$ cat src/hw/rtl/rmsvw_pkg.sv
// Shared constants and types for the RMS voltage window transfer block.
// Used by rmsvw_serial_mul and rms_voltage_window_transfer; no dependencies.

package rmsvw_pkg;

   localparam int SAMPLE_BITS_DEF = 12;
   localparam int COUNT_BITS_DEF  = 10;

   localparam int ADC_BITS    = 12;
   localparam int REQ_BITS    = 16;
   localparam int RSP_BITS    = 24;
   localparam int VOLT_BITS   = 16;
   localparam int MID_BITS    = 12;
   localparam int LEN_BITS    = 10;
   localparam int SUM_BITS    = 32;
   localparam int ROOT_BITS   = 16;
   localparam int MUL_BITS    = 16;
   localparam int STEP_BITS   = $clog2(SUM_BITS);

   localparam int CSR_INDEX_BITS = 3;
   localparam int CSR_DATA_BITS  = 16;

   localparam logic [CSR_INDEX_BITS-1:0] CSR_LOW_THRESHOLD  = 3'd0;
   localparam logic [CSR_INDEX_BITS-1:0] CSR_HIGH_THRESHOLD = 3'd1;
   localparam logic [CSR_INDEX_BITS-1:0] CSR_VOLTS_PER_CODE = 3'd2;
   localparam logic [CSR_INDEX_BITS-1:0] CSR_DC_MIDPOINT    = 3'd3;
   localparam logic [CSR_INDEX_BITS-1:0] CSR_WINDOW_LENGTH  = 3'd4;

   localparam logic [VOLT_BITS-1:0] LOW_THRESHOLD_RST  = 16'd22016;
   localparam logic [VOLT_BITS-1:0] HIGH_THRESHOLD_RST = 16'd32768;
   localparam logic [VOLT_BITS-1:0] VOLTS_PER_CODE_RST = 16'd5280;
   localparam logic [MID_BITS-1:0]  DC_MIDPOINT_RST    = 12'd2048;
   localparam logic [LEN_BITS-1:0]  WINDOW_LENGTH_RST  = 10'd200;

   typedef struct packed {
      logic                start;
      logic [MUL_BITS-1:0] a;
      logic [MUL_BITS-1:0] b;
   } mul_req_type;

   typedef struct packed {
      logic                  done;
      logic [2*MUL_BITS-1:0] product;
   } mul_rsp_type;

endpackage

$ cat src/hw/rtl/rms_voltage_window_transfer.sv
// RMS voltage window comparator with main/backup source selection, top level.
// Depends on rmsvw_pkg and rmsvw_serial_mul.
//
// Each req transaction carries one ADC sample; the midpoint is removed, the difference
// squared on a bit-serial multiplier and added to a saturating 32-bit sum. The next
// sample is not accepted until the 16-step serial multiplier has squared this one. The
// sample that closes a window adds a 32-step restoring divide by the sample count, a
// 16-step square root (two radicand bits per cycle) and a second 16-step multiply by
// volts_per_code, and then waits for the previous result to be taken. One rsp
// transaction per window carries the Q8.8 voltage, the window check and the selected
// source; a new sample is taken while a result waits in the output register. The csr
// port is always ready.

module rms_voltage_window_transfer #(
   parameter int SAMPLE_BITS = rmsvw_pkg::SAMPLE_BITS_DEF,
   parameter int COUNT_BITS  = rmsvw_pkg::COUNT_BITS_DEF
) (
   input  logic                                 clock,
   input  logic                                 reset,
   input  logic                                 req_tvalid,
   output logic                                 req_tready,
   input  logic [rmsvw_pkg::REQ_BITS-1:0]       req_tdata,  // [11:0] adc_sample
   output logic                                 rsp_tvalid,
   input  logic                                 rsp_tready,
   // [15:0] voltage_q8, [16] in_range, [17] on_backup, [18] switched
   output logic [rmsvw_pkg::RSP_BITS-1:0]       rsp_tdata,
   input  logic                                 csr_valid,
   output logic                                 csr_ready,
   input  logic [rmsvw_pkg::CSR_INDEX_BITS-1:0] csr_index,
   input  logic [rmsvw_pkg::CSR_DATA_BITS-1:0]  csr_data
);

   localparam int DW       = (SAMPLE_BITS > rmsvw_pkg::MID_BITS) ? SAMPLE_BITS
                                                                  : rmsvw_pkg::MID_BITS;
   localparam int NW       = COUNT_BITS + 1;
   localparam int CMPW     = (NW > rmsvw_pkg::LEN_BITS) ? NW : rmsvw_pkg::LEN_BITS;
   localparam int SB       = rmsvw_pkg::SUM_BITS;
   localparam int RB       = rmsvw_pkg::ROOT_BITS;
   localparam int VB       = rmsvw_pkg::VOLT_BITS;
   localparam int MB       = rmsvw_pkg::MUL_BITS;
   localparam int STW      = rmsvw_pkg::STEP_BITS;
   localparam int SQR_W    = RB + 1;
   localparam int SQT_W    = RB + 3;

   typedef enum logic [2:0] {
      S_IDLE,
      S_SQUARE,
      S_DIVIDE,
      S_ROOT,
      S_SCALE,
      S_EMIT
   } state_type;

   state_type state_ff;

   logic [VB-1:0]                  low_ff;
   logic [VB-1:0]                  high_ff;
   logic [VB-1:0]                  vpc_ff;
   logic [rmsvw_pkg::MID_BITS-1:0] mid_ff;
   logic [rmsvw_pkg::LEN_BITS-1:0] len_ff;

   logic [SB-1:0]         sum_ff;
   logic [COUNT_BITS-1:0] count_ff;
   logic                  backup_ff;

   logic [SB-1:0]    work_ff;
   logic [NW-1:0]    rem_ff;
   logic [NW-1:0]    div_n_ff;
   logic [STW-1:0]   step_ff;
   logic [SQR_W-1:0] sq_rem_ff;
   logic [RB-1:0]    root_ff;
   logic [VB-1:0]    volts_ff;

   logic          rsp_valid_ff;
   logic [VB-1:0] rsp_volts_ff;
   logic          rsp_in_range_ff;
   logic          rsp_backup_ff;
   logic          rsp_switched_ff;

   rmsvw_pkg::mul_req_type mul_req;
   rmsvw_pkg::mul_rsp_type mul_rsp;

   logic          req_accept;
   logic [DW-1:0] sample;
   logic [DW-1:0] mid_w;
   logic [DW-1:0] diff;
   logic [SB:0]   sum_wide;
   logic [SB-1:0] sum_sat;
   logic [NW-1:0] n_next;
   logic          window_open;
   logic [NW:0]   div_shift;
   logic          div_ge;
   logic [NW-1:0] div_rem_next;
   logic [SQT_W-1:0] sq_cur;
   logic [SQT_W-1:0] sq_trial;
   logic          sq_ge;
   logic [RB-1:0] root_next;
   logic          in_window;
   logic          new_backup;
   logic          rsp_free;

   rmsvw_serial_mul u_mul (
      .clock   (clock),
      .reset   (reset),
      .mul_req (mul_req),
      .mul_rsp (mul_rsp)
   );

   assign req_tready = (state_ff == S_IDLE);
   assign req_accept = req_tvalid && req_tready;
   assign csr_ready  = 1'b1;

   assign sample = DW'(req_tdata[rmsvw_pkg::ADC_BITS-1:0])
                   & ((DW'(1) << SAMPLE_BITS) - DW'(1));
   assign mid_w  = DW'(mid_ff);
   assign diff   = (sample >= mid_w) ? (sample - mid_w) : (mid_w - sample);

   assign sum_wide    = {1'b0, sum_ff} + (SB+1)'(mul_rsp.product);
   assign sum_sat     = sum_wide[SB] ? {SB{1'b1}} : sum_wide[SB-1:0];
   assign n_next      = NW'(count_ff) + NW'(1);
   assign window_open = (CMPW'(n_next) < CMPW'(len_ff)) && !n_next[COUNT_BITS];

   assign div_shift    = {rem_ff, work_ff[SB-1]};
   assign div_ge       = (div_shift >= {1'b0, div_n_ff});
   assign div_rem_next = div_ge ? NW'(div_shift - {1'b0, div_n_ff}) : NW'(div_shift);

   assign sq_cur    = {sq_rem_ff, work_ff[SB-1:SB-2]};
   assign sq_trial  = SQT_W'({root_ff, 2'b01});
   assign sq_ge     = (sq_cur >= sq_trial);
   assign root_next = {root_ff[RB-2:0], sq_ge};

   assign in_window  = (volts_ff >= low_ff) && (volts_ff <= high_ff);
   assign new_backup = !in_window;
   assign rsp_free   = !rsp_valid_ff || rsp_tready;

   always_comb begin
      mul_req.start = 1'b0;
      mul_req.a     = vpc_ff;
      mul_req.b     = root_next;
      if (state_ff == S_IDLE) begin
         mul_req.start = req_accept;
         mul_req.a     = MB'(diff);
         mul_req.b     = MB'(diff);
      end else if (state_ff == S_ROOT && step_ff == STW'(RB-1)) begin
         mul_req.start = 1'b1;
      end
   end

   always_ff @(posedge clock) begin
      if (reset) begin
         low_ff  <= rmsvw_pkg::LOW_THRESHOLD_RST;
         high_ff <= rmsvw_pkg::HIGH_THRESHOLD_RST;
         vpc_ff  <= rmsvw_pkg::VOLTS_PER_CODE_RST;
         mid_ff  <= rmsvw_pkg::DC_MIDPOINT_RST;
         len_ff  <= rmsvw_pkg::WINDOW_LENGTH_RST;
      end else if (csr_valid && csr_ready) begin
         case (csr_index)
            rmsvw_pkg::CSR_LOW_THRESHOLD:  low_ff  <= csr_data;
            rmsvw_pkg::CSR_HIGH_THRESHOLD: high_ff <= csr_data;
            rmsvw_pkg::CSR_VOLTS_PER_CODE: vpc_ff  <= csr_data;
            rmsvw_pkg::CSR_DC_MIDPOINT:    mid_ff  <= csr_data[rmsvw_pkg::MID_BITS-1:0];
            rmsvw_pkg::CSR_WINDOW_LENGTH:  len_ff  <= csr_data[rmsvw_pkg::LEN_BITS-1:0];
            default: ;
         endcase
      end
   end

   always_ff @(posedge clock) begin
      if (reset) begin
         state_ff     <= S_IDLE;
         sum_ff       <= '0;
         count_ff     <= '0;
         backup_ff    <= 1'b0;
         rsp_valid_ff <= 1'b0;
         step_ff      <= '0;
      end else begin
         if (rsp_valid_ff && rsp_tready) begin
            rsp_valid_ff <= 1'b0;
         end
         case (state_ff)
            S_IDLE: begin
               if (req_accept) begin
                  state_ff <= S_SQUARE;
               end
            end
            S_SQUARE: begin
               if (mul_rsp.done) begin
                  if (window_open) begin
                     sum_ff   <= sum_sat;
                     count_ff <= n_next[COUNT_BITS-1:0];
                     state_ff <= S_IDLE;
                  end else begin
                     sum_ff   <= '0;
                     count_ff <= '0;
                     work_ff  <= sum_sat;
                     rem_ff   <= '0;
                     div_n_ff <= n_next;
                     step_ff  <= '0;
                     state_ff <= S_DIVIDE;
                  end
               end
            end
            S_DIVIDE: begin
               work_ff <= {work_ff[SB-2:0], div_ge};
               rem_ff  <= div_rem_next;
               step_ff <= step_ff + STW'(1);
               if (step_ff == STW'(SB-1)) begin
                  sq_rem_ff <= '0;
                  root_ff   <= '0;
                  step_ff   <= '0;
                  state_ff  <= S_ROOT;
               end
            end
            S_ROOT: begin
               work_ff   <= {work_ff[SB-3:0], 2'b00};
               sq_rem_ff <= sq_ge ? SQR_W'(sq_cur - sq_trial) : SQR_W'(sq_cur);
               root_ff   <= root_next;
               step_ff   <= step_ff + STW'(1);
               if (step_ff == STW'(RB-1)) begin
                  step_ff  <= '0;
                  state_ff <= S_SCALE;
               end
            end
            S_SCALE: begin
               if (mul_rsp.done) begin
                  volts_ff <= (|mul_rsp.product[2*MB-1:VB+8]) ? {VB{1'b1}}
                                                              : mul_rsp.product[VB+7:8];
                  state_ff <= S_EMIT;
               end
            end
            S_EMIT: begin
               if (rsp_free) begin
                  rsp_valid_ff    <= 1'b1;
                  rsp_volts_ff    <= volts_ff;
                  rsp_in_range_ff <= in_window;
                  rsp_backup_ff   <= new_backup;
                  rsp_switched_ff <= (new_backup != backup_ff);
                  backup_ff       <= new_backup;
                  state_ff        <= S_IDLE;
               end
            end
            default: begin
               state_ff <= S_IDLE;
            end
         endcase
      end
   end

   assign rsp_tvalid = rsp_valid_ff;
   assign rsp_tdata  = {5'b0, rsp_switched_ff, rsp_backup_ff, rsp_in_range_ff, rsp_volts_ff};

`ifndef SYNTHESIS
   a_mul_done_state: assert property (@(posedge clock) disable iff (reset)
      mul_rsp.done |-> (state_ff == S_SQUARE || state_ff == S_SCALE))
      else $error("multiplier result outside a waiting state");

   a_accept_starts_square: assert property (@(posedge clock) disable iff (reset)
      req_accept |=> (state_ff == S_SQUARE))
      else $error("accepted sample did not start squaring");

   a_source_matches: assert property (@(posedge clock) disable iff (reset)
      rsp_valid_ff |-> (rsp_backup_ff == backup_ff))
      else $error("pending result disagrees with selected source");

   a_result_from_emit: assert property (@(posedge clock) disable iff (reset)
      $rose(rsp_valid_ff) |-> ($past(state_ff) == S_EMIT))
      else $error("result raised outside emit");
`endif

endmodule

$ cat src/hw/rtl/rmsvw_serial_mul.sv
// Bit-serial shift-add multiplier, one multiplier bit per cycle.
// Depends on rmsvw_pkg for widths and request/response structs.

module rmsvw_serial_mul (
   input  logic                   clock,
   input  logic                   reset,
   input  rmsvw_pkg::mul_req_type mul_req,
   output rmsvw_pkg::mul_rsp_type mul_rsp
);

   localparam int W      = rmsvw_pkg::MUL_BITS;
   localparam int CNT_W  = $clog2(W);

   logic [2*W-1:0]   acc_ff;
   logic [W-1:0]     mcand_ff;
   logic [CNT_W-1:0] cnt_ff;
   logic             busy_ff;
   logic             done_ff;
   logic [W:0]       part_sum;

   assign part_sum = {1'b0, acc_ff[2*W-1:W]} + {1'b0, (acc_ff[0] ? mcand_ff : W'(0))};

   always_ff @(posedge clock) begin
      if (reset) begin
         busy_ff <= 1'b0;
         done_ff <= 1'b0;
         cnt_ff  <= '0;
      end else begin
         done_ff <= 1'b0;
         if (mul_req.start) begin
            acc_ff   <= {W'(0), mul_req.b};
            mcand_ff <= mul_req.a;
            cnt_ff   <= '0;
            busy_ff  <= 1'b1;
         end else if (busy_ff) begin
            acc_ff <= {part_sum, acc_ff[W-1:1]};
            cnt_ff <= cnt_ff + CNT_W'(1);
            if (cnt_ff == CNT_W'(W-1)) begin
               busy_ff <= 1'b0;
               done_ff <= 1'b1;
            end
         end
      end
   end

   assign mul_rsp.done    = done_ff;
   assign mul_rsp.product = acc_ff;

endmodule

$ cat config.mk
export PLATFORM = sky130hd
export DESIGN_NAME = rms_voltage_window_transfer
export DESIGN_NICKNAME = d
export VERILOG_FILES = /design/src/hw/rtl/rmsvw_pkg.sv /design/src/hw/rtl/rms_voltage_window_transfer.sv /design/src/hw/rtl/rmsvw_serial_mul.sv
export SDC_FILE = /design/constraint.sdc
export NUM_CORES = 1
export LEC_CHECK = 0
export ABC_CLOCK_PERIOD_IN_PS = 5600
export BUFFER_PORTS_ARGS = -buffer_cell sky130_fd_sc_hd__buf_2
export CORE_UTILIZATION = 44
export CTS_CLUSTER_SIZE = 28
export DETAILED_ROUTE_END_ITERATION = 6
export PLACE_DENSITY = 0.57
export SETUP_SLACK_MARGIN = 0.3
export SYNTH_ARGS = -nofsm -noshare
export SYNTH_HDL_FRONTEND = slang
export SYNTH_SLANG_ARGS = --single-unit
export TNS_END_PERCENT = 20
$ cat constraint.sdc
create_clock -name clock -period 5.6 [get_ports clock]
set_input_delay 0.28 -clock clock [delete_from_list [all_inputs] [get_ports clock]]
set_output_delay 0.28 -clock clock [all_outputs]
set_load 0.01 [all_outputs]
# --- Yosys cells after proc, flatten, opt, wreduce, memory -nomap -nowiden ---
# Cells that the tools add are included.
op_classes:
  bitwise_logic: 3
  reduce_logical: 35
  n_eq_ne: 20
  mux: 42
  add_sub_neg: 9
  n_lt_le_gt_ge: 6
ops:
  columns: ["cell", "count"]
  rows:
  - ["32-bit 2-to-1 mux", 5]
  - ["32-bit case mux with 3 select lines", 1]
  - ["16-bit 2-to-1 mux", 3]
  - ["17-bit 2-to-1 mux", 2]
  - ["17-bit case mux with 2 select lines", 1]
  - ["32-bit by 32-bit adder with 33-bit output", 1]
  - ["11-bit 2-to-1 mux", 3]
  - ["16-bit case mux with 2 select lines", 1]
  - ["28-bit 2-to-1 mux", 1]
  - ["12-bit subtractor", 2]
  - ["11-bit case mux with 2 select lines", 1]
  - ["5-bit 2-to-1 mux", 4]
  - ["19-bit by 18-bit >= comparator with 1-bit output", 1]
  - ["3-bit 2-to-1 mux", 6]
  - ["3-bit case mux with 6 select lines", 1]
  - ["2-bit AND reduction", 9]
  - ["16-bit by 16-bit adder with 17-bit output", 1]
  - ["17-bit subtractor", 1]
  - ["16-bit >= comparator", 1]
  - ["16-bit less-or-equal comparator", 1]
  - ["5-bit case mux with 3 select lines", 1]
  - ["3-bit by 2-bit == test with 1-bit output, second input constant", 4]
  - ["12-bit by 11-bit >= comparator with 1-bit output", 1]
  - ["12-bit >= comparator", 1]
  - ["30 further kinds", 62]
word_totals:
  inputBits: 40
  wordCells: 143
  regBits: 298
  output_inout_bits: 27

# --- Longest topological paths before layout ---
# Gate-level depths: netlist of run 1.
logic_depth:
  depth_word: 6
  depth_mapped: 15

# --- Modules after synthesis ---
# Synthesis of run 1 repeated with hierarchy kept, for this count alone.
unflattened:
  hier_cells: 1935
  hier_area_um2: 17842.1
by_module_without_submodules:
  columns: ["module", "n_inst", "cells_per_inst", "area_each_um2"]
  rows:
  - ["rms_voltage_window_transfer", 1, 1707, 15019.4]
  - ["rmsvw_serial_mul", 1, 228, 2822.7]

# --- Least setup slack after synthesis of run 1 ---
# OpenSTA, ideal clock, no wires.
synth_timing:
  path_kind: "reg2reg"
  startpoint: "reg count_ff[0]"
  endpoint: "reg work_ff[0], enable pin"
  arrival_ps: 3839
  path_slack_ps: 1340
  synth_period_minus_slack_ps: 4260
  stages_incl_launch_ff: 11
  setup_time_ps: 421
  path_cell_list: "dfxtp_1 -> ha_1 -> and3_1 -> and3_1 -> and3_1 -> xor2_1 -> ha_1 -> nand4_1 -> o311ai_2 -> a31oi_1 -> nor2_1"
synth_between:
  elab_chain_cells: 5
  word_cells_on_any_way: 6
  classes_between: "1 x add/sub; 1 x order compare; 1 x eq/ne; 3 x reduce/logical"
synth_lines:
  columns: ["item", "line_no", "rtl"]
  rows:
  - ["from (decl)", "rms_voltage_window_transfer.sv:63", "logic [COUNT_BITS-1:0] count_ff;"]
  - ["from (signal assigned)", "rms_voltage_window_transfer.sv:190", "count_ff <= n_next[COUNT_BITS-1:0];"]
  - ["10-bit by 1-bit adder with 11-bit output", "rms_voltage_window_transfer.sv:120", "assign n_next = NW'(count_ff) + NW'(1);"]
  - ["net n_next[8]", "rms_voltage_window_transfer.sv:89", "logic [NW-1:0] n_next;"]
  - ["11-bit by 10-bit < comparator with 1-bit output", "rms_voltage_window_transfer.sv:121", "assign window_open = (CMPW'(n_next) < CMPW'(len_ff)) && !n_next[COUNT_BITS];"]
  - ["1-bit logical AND", "rms_voltage_window_transfer.sv:121", null]
  - ["2-bit != test (no line)", null, null]
  - ["4-bit AND reduction (no line)", null, null]
  - ["to (signal assigned)", "rms_voltage_window_transfer.sv:195", "work_ff <= sum_sat;"]
  - ["to (signal assigned)", "rms_voltage_window_transfer.sv:204", "work_ff <= {work_ff[SB-2:0], div_ge};"]
  - ["to (signal assigned)", "rms_voltage_window_transfer.sv:215", "work_ff <= {work_ff[SB-3:0], 2'b00};"]
  - ["to (decl)", "rms_voltage_window_transfer.sv:66", "logic [SB-1:0] work_ff;"]
# The timed path passes the listed nets, and every way through them passes these cells.
# A chain may end at the register's enable or synchronous reset.

# --- Worst setup path in the final report of run 1 ---
layout_timing:
  startpoint: "reg u_mul.acc_ff[0]"
  endpoint: "reg work_ff[17] (data pin)"
layout_between:
  elab_chain_cells: 5
layout_lines:
  columns: ["item", "line_no", "rtl"]
  rows:
  - ["from (decl)", "rmsvw_serial_mul.sv:14", "logic [2*W-1:0] acc_ff;"]
  - ["from (signal assigned)", "rmsvw_serial_mul.sv:31", "acc_ff <= {W'(0), mul_req.b};"]
  - ["from (signal assigned)", "rmsvw_serial_mul.sv:36", "acc_ff <= {part_sum, acc_ff[W-1:1]};"]
  - ["32-bit by 32-bit adder with 33-bit output", "rms_voltage_window_transfer.sv:118", "assign sum_wide = {1'b0, sum_ff} + (SB+1)'(mul_rsp.product);"]
  - ["32-bit 2-to-1 mux", "rms_voltage_window_transfer.sv:119", "assign sum_sat = sum_wide[SB] ? {SB{1'b1}} : sum_wide[SB-1:0];"]
  - ["32-bit 2-to-1 mux", "rms_voltage_window_transfer.sv:188", "if (window_open) begin"]
  - ["32-bit 2-to-1 mux", "rms_voltage_window_transfer.sv:187", "if (mul_rsp.done) begin"]
  - ["32-bit case mux with 3 select lines", "rms_voltage_window_transfer.sv:180", "case (state_ff)"]
# Every way passes these cells. The select of a mux whose other input is x is not followed.

==> flow_summary.yaml, run 1 <==
setup_path:
  path_cells: "ha_1, fa_1, a211oi_1, o211ai_1, a311oi_2, o21ai_2, a21oi_1, o31ai_4, buf_4, a2111oi_1, a21oi_1"
  worst-path-max-fanout: 30
  cp_common_cell: "a21oi_1"
  cp-startpoint: "u_mul.acc_ff[0]"
  path_buf_inv: 1
  critPathTopFamily: "compound AO/OA/AOI/OAI gates"
  cp.required_ps: 5860
  cp.arrival_ps: 4360
  slowest_delay_ps: 580
  worst_path_max_delay_cell: "edfxtp_1"
  critPathKind: "reg2reg"
  crit_path_start_kind: "flop"
  rr_startpoint: "u_mul.acc_ff[0]"
  endpoint_kind: "flop"
power_and_ir_drop:
  ir_drop_mv: 0.2428
  p_total_w: 0.005426
  power_density_nw_per_um2: 277.5
  total_leakage_power_nw: 7.729
logic_synthesis:
  netlist_area_um2: 17710
  ys.flop_type: "edfxtp_1"
  netlist_instances: 1910
  yosys_warnings: 0
  yosys-top-cells-count: "nand2_1 (231), a21oi_1 (184), edfxtp_1 (170), nor2_1 (150), ha_1 (147)"
  synth_top_cell_by_area: "edfxtp_1"
  synth_edf_count: 170
  ys_async_sr_fraction_pct: 0
  synth-seq-cells: 298
  ys_types: 84
  yosys-top-cells-area: "edfxtp_1 (29%), dfxtp_1 (14%), ha_1 (10%)"
  ys_seq_area_share_pct: 43.30
  synth_top_area_share_pct: 28.83
  syn_area_per_cell_um2: 9.271
  synth_most_common_cell: "nand2_1"
timing:
  grt_setup_unrepaired: "no"
  layout_setup_ws_ps: 1500
  relSlewSlack_pct: 21.29
  finalCritPeriodShare_pct: 73.22
  skew_ps: 19.93
  worstMarginPinSlew_ps: 1181
  fmax_ghz: 0.2439
  fin_hold_ws_ps: 24.73
  finalHoldViolations: 0
  min_period_ps: 4100
  setup_viol: 0
  setup-tns-final_ps: 0
  maxSlewViolCount: 0
final_layout:
  fin_nets: 2128
  drive_gt1_share_pct: 9.276
  n_antenna_cell: 0
  final_util_pct: 49.22
  syn_to_final_growth_pct: 10.44
  fillers: 3793
die:
  boundaryPins: 67
  rows: 73
  dieWidth_um: 202.6
  dieHeight_um: 202.6
  start_util_pct: 44.57
  design.die.area_um2: 41050
  coreArea_um2: 39730
routing:
  wl_per_cell_um: 17.56
  ant_nets: 0
  drc: 0
  vias: 13476
  wl_mm: 43.68
  drt_iter0_drc: 750
  routed_via_density: 5.419
  dr.pass1.iters: 5
placed_design:
  pre_cts_slack_ps: 1487
  dp_hpwl_mm: 32.32
  place.port_buffers: 56
  gp_congestion: 0.9066
job:
  cap_viol_max_count: 0
clock_network:
  post-cts-setup-buffers: 0
  cts_sinks: 298
  cts_tree: "yes"
  clk_path_buf_depth: 3
  cts_resized: 0
  cts_root_buf: "clkbuf_16"
  clk_pin_slew_ps: 60
  ctsHoldBuffers: 2
  cts_made_buffers: 35
  clk_latency_ps: 540
  cts-htree-levels: 2
global_routing:
  grt_pass1_vias: 13172
  grt_use_met3_pct: 3.515
  antenna_found_initial: 0
  met1_usage_pct: 28.97
  top_usage_layer: "met2"
  overflow: 0
  grt_start_max_net_pins: 91
  grt_use_met2_pct: 35.87
  grt_use_total_pct: 21.49
  grt_pass1_wl_mm: 70.17
min_path:
  hp-class: "in2reg"
  worstHoldStart: "csr_data[13]"
outcome:
  status: "completed"
==> flip-flops by register name (all words and copies together) (netlist names), 17 cells and up <==
register,flops
sq_rem_ff,17
work_ff,32
sum_ff,32
u_mul.acc_ff,32
==> per-layer routing <==
metal | up-vias | share of wire (%) | wire length (um)
li1 | 6831 | - | -
met2 | 193 | 47 | 20410
met5 | - | 0 | 0
met1 | 6408 | 48 | 20890
met3 | 44 | 3.6 | 1592
met4 | 0 | 1.8 | 793
==> final timing paths <==
path                                     to  slack [ps]  depth (start not counted)
worst min register to register   high_ff[6]         450                          2
worst max-delay path            work_ff[17]        1500                         11
worst min-delay path             vpc_ff[13]          20                          3
worst max register to register  work_ff[17]        1500                         11
==> per-stage QoR <==
| step | std cells | instance area (um2) |
|---|---|---|
| global placement | 2422 | 18450 |
| global route | 2487 | 19560 |
| CTS | 2487 | 19560 |
| detailed placement | 2422 | 18450 |
| floorplan | 1914 | 17720 |
| finish | 2487 | 19560 |
==> report_power, final <==
part	internal, W	total [W]	switching, W	leakage (nW)
clock network	0.00128	0.00217	0.000894	0.525
logic	0.000288	0.000771	0.000483	4.70
registers	0.00241	0.00248	0.0000742	2.50
==> area by class of cell <==
| type | count | area, um2 | area share, % |
|---|---|---|---|
| well taps | 525 | 656.9 | 3.359 |
| multi-input cells | 1395 | 9211 | 47.10 |
| clock inverters | 6 | 30.03 | 0.1536 |
| flip-flops and latches | 298 | 7669 | 39.22 |
| clock buffers | 57 | 1051 | 5.375 |
| inverters | 127 | 476.7 | 2.438 |
| repair buffers | 79 | 460.4 | 2.355 |
==> worst min-delay path: cells and delay by family <==
family	cells	cell delay, ps
simple gates	1	60
buf+inv	1	130
compound gates	1	50
==> cell usage in the layout (no fill, tap or decap), drive strengths merged, types with 9 or more instances in the layout <==
cell    netlist  routed
dfxtp       128     128
nand3b       17      17
a211oi       40      40
a31oi        19      19
nand2       231     231
and3         13      13
edfxtp      170     170
xor2         36      36
inv         127     127
or3          12      12
nand4        23      23
ha          147     147
a21oi       187     187
clkbuf       65      57
nand2b       19      19
nand3        22      22
o21a         13      13
and2         25      25
o21ai        91      91
mux2i        40      40
nor3         22      22
o31ai        12      12
buf          29      77
nor4          9       9
nor2b        47      47
xnor2        41      41
a21o         52      52
or2          21      21
nor2        150     150
==> cell families (layout without fill, tap and decap cells) <==
logic type | count (synthesis) | after routing | synth area share, %
AOI/OAI and AO/OA | 488 | 488 | 17.48
xor gates and xnor gates | 77 | 77 | 3.809
adders and majority gates | 152 | 152 | 10.95
buffers and inverters | 221 | 269 | 5.080
DFF | 298 | 298 | 43.30
muxes | 42 | 42 | 2.388
other | 2 | 6 | 0.04241
and+or+nand+nor | 630 | 630 | 16.94
(Power assumes the default switching activity.)
==> inputs of run 2 (changes only) <==
Settings changed: ABC_CLOCK_PERIOD_IN_PS 5600 to 3900.
Clock period 5.6 ns to 3.9 ns, I/O delays scaled along.
==> run 2 against run 1 <==
Via count grew 2.0%; clock skew is 5.1 ps lower; die area unchanged; highest routed layer unchanged; sequential share of layout area decreased by 1.1 points; register-to-register slack lost 1100 ps; global-route usage rose by 0.76 points; wire length rose by 3.9%; sequential cell count unchanged; core utilization is 1.4 points higher; first-iteration DRC count increased by 23%.
==> flow_summary.yaml, run 2 (synthesis results as in run 1) <==
outcome:
  status: "completed"
global_routing:
  grt_start_max_net_pins: 74
  grt_pass1_wl_mm: 72.34
  grt_pass1_vias: 13409
  grt_use_total_pct: 22.25
  antenna_found_initial: 0
  overflow: 0
timing:
  setup_viol: 0
  min_period_ps: 3452
  skew_ps: 14.87
  finalCritPeriodShare_pct: 88.50
  setup-tns-final_ps: 0
  grt_setup_unrepaired: "yes"
  worstMarginPinSlew_ps: 1056
  finalHoldViolations: 0
  maxSlewViolCount: 0
  fmax_ghz: 0.2897
  relSlewSlack_pct: 29.45
min_path:
  holdPathStages: 3
  hp-class: "in2reg"
routing:
  dr.pass1.iters: 5
  drc: 0
  wl_per_cell_um: 18.02
  routed_via_density: 5.458
  wl_mm: 45.38
  ant_nets: 0
  drt_iter0_drc: 921
  vias: 13742
placed_design:
  dpl_cell_area_um2: 18550
  place.port_buffers: 56
  dp_cells: 2434
  gp_congestion: 0.9009
  dp_hpwl_mm: 32.59
setup_path:
  worstRegToRegCells: 11
  worst-path-max-fanout: 5
  endpoint_kind: "flop"
  cp.arrival_ps: 3750
  crit_path_start_kind: "flop"
  cp.required_ps: 4200
  critPathKind: "reg2reg"
clock_network:
  cts-htree-levels: 2
  clk_path_buf_depth: 3
  cts_made_buffers: 36
  cts_sinks: 298
  clk_latency_ps: 550
  cts_tree: "yes"
  clk_pin_slew_ps: 60
  cts_root_buf: "clkbuf_16"
die:
  dieHeight_um: 202.6
  start_util_pct: 44.57
  coreArea_um2: 39730
  boundaryPins: 67
  rows: 73
  dieWidth_um: 202.6
  design.die.area_um2: 41050
final_layout:
  top_regs: "sum_ff x32, u_mul.acc_ff x32, work_ff x32"
  stdcell_count: 2518
  mostFrequentLayoutCells: "nand2_1 (230), a21oi_1 (181), edfxtp_1 (170)"
  final_area_um2: 20130
  fillers: 3694
  drive_gt1_share_pct: 11.19
  fin_nets: 2157
  n_antenna_cell: 0
  final_common_cell: "nand2_1"
  syn_to_final_growth_pct: 13.69
power_and_ir_drop:
  p_total_w: 0.008368
  ir_drop_mv: 0.3097
  total_leakage_power_nw: 7.980
  power_density_nw_per_um2: 415.7
job:
  cap_viol_max_count: 0
-- run 2: cell count changes in the layout (fill, tap and decap cells not counted), sizes merged --
cell,before,now
buf,77,92
dlygate4sd3,2,14
clkinv,5,10
nor2,150,151
clkbuf,57,42
clkinvlp,1,3
inv,127,131
bufinv,0,7
-- run 2: worst paths after layout --
| check | start | end | slack [ps] |
|---|---|---|---|
| min | csr_data[4] | len_ff[4] | 30 |
| max reg2reg | u_mul.acc_ff[0] | work_ff[26] | 450 |
| min reg2reg | low_ff[11] | low_ff[11] | 450 |
| max | u_mul.acc_ff[0] | work_ff[26] | 450 |
-- run 2: critical path, stage by stage (launching register included) --
cell	delay [ps]
edfxtp_1	390
ha_1	240
fa_1	440
a211oi_2	290
o211ai_1	180
a311oi_2	430
o21ai_2	180
a211oi_1	450
o21ai_0	180
xnor2_1	160
nand2b_1	90
o21a_1	180
-- run 2: through the flow --
stage	setup WS, ps	util [%]	hold WS, ps
after floorplan	80.26	-	312.8
after detailed placement	122.8	46.70	446.5
after global routing	250.3	50.67	13.80
final	448.4	50.67	29.30
after global placement	185.4	46.70	442.3
after CTS	184.3	50.40	2.701
-- run 2: what timing repair did --
item / in CTS / in global routing
gates resized for setup: 3 / 15
hold buffers: 14 / 0
setup endpoints to repair: 41 / 116
hold endpoints to repair: 50 / 0
pin swaps: 1 / 5
setup buffers: 1 / 2
cloned: 1 / 0
-- run 2: power by group --
| group | total [W] | internal, W | leakage (nW) | switching, W |
|---|---|---|---|---|
| clock network | 0.00367 | 0.00226 | 0.625 | 0.00140 |
| logic | 0.00115 | 0.000433 | 4.86 | 0.000720 |
| registers | 0.00355 | 0.00345 | 2.50 | 0.0000958 |
-- run 2: per-layer routing --
layer / up-vias / track usage [%] / share of wire (%)
met2: 255 / 36.84 / 47
met5: - / 0 / 0
met3: 70 / 3.547 / 4.1
met1: 6526 / 29.91 / 47
met4: 0 / 6.418 / 2.4
li1: 6891 / - / -
-- run 2: area by class of cell --
class | count | area (um2) | share of cell area [%]
multi-input cells | 1396 | 9313 | 46.26
flip-flops and latches | 298 | 7669 | 38.09
clock buffers | 42 | 974.7 | 4.842
repair buffers | 106 | 729.5 | 3.624
well taps | 525 | 656.9 | 3.263
inverters | 127 | 476.7 | 2.368
clock inverters | 24 | 311.5 | 1.548
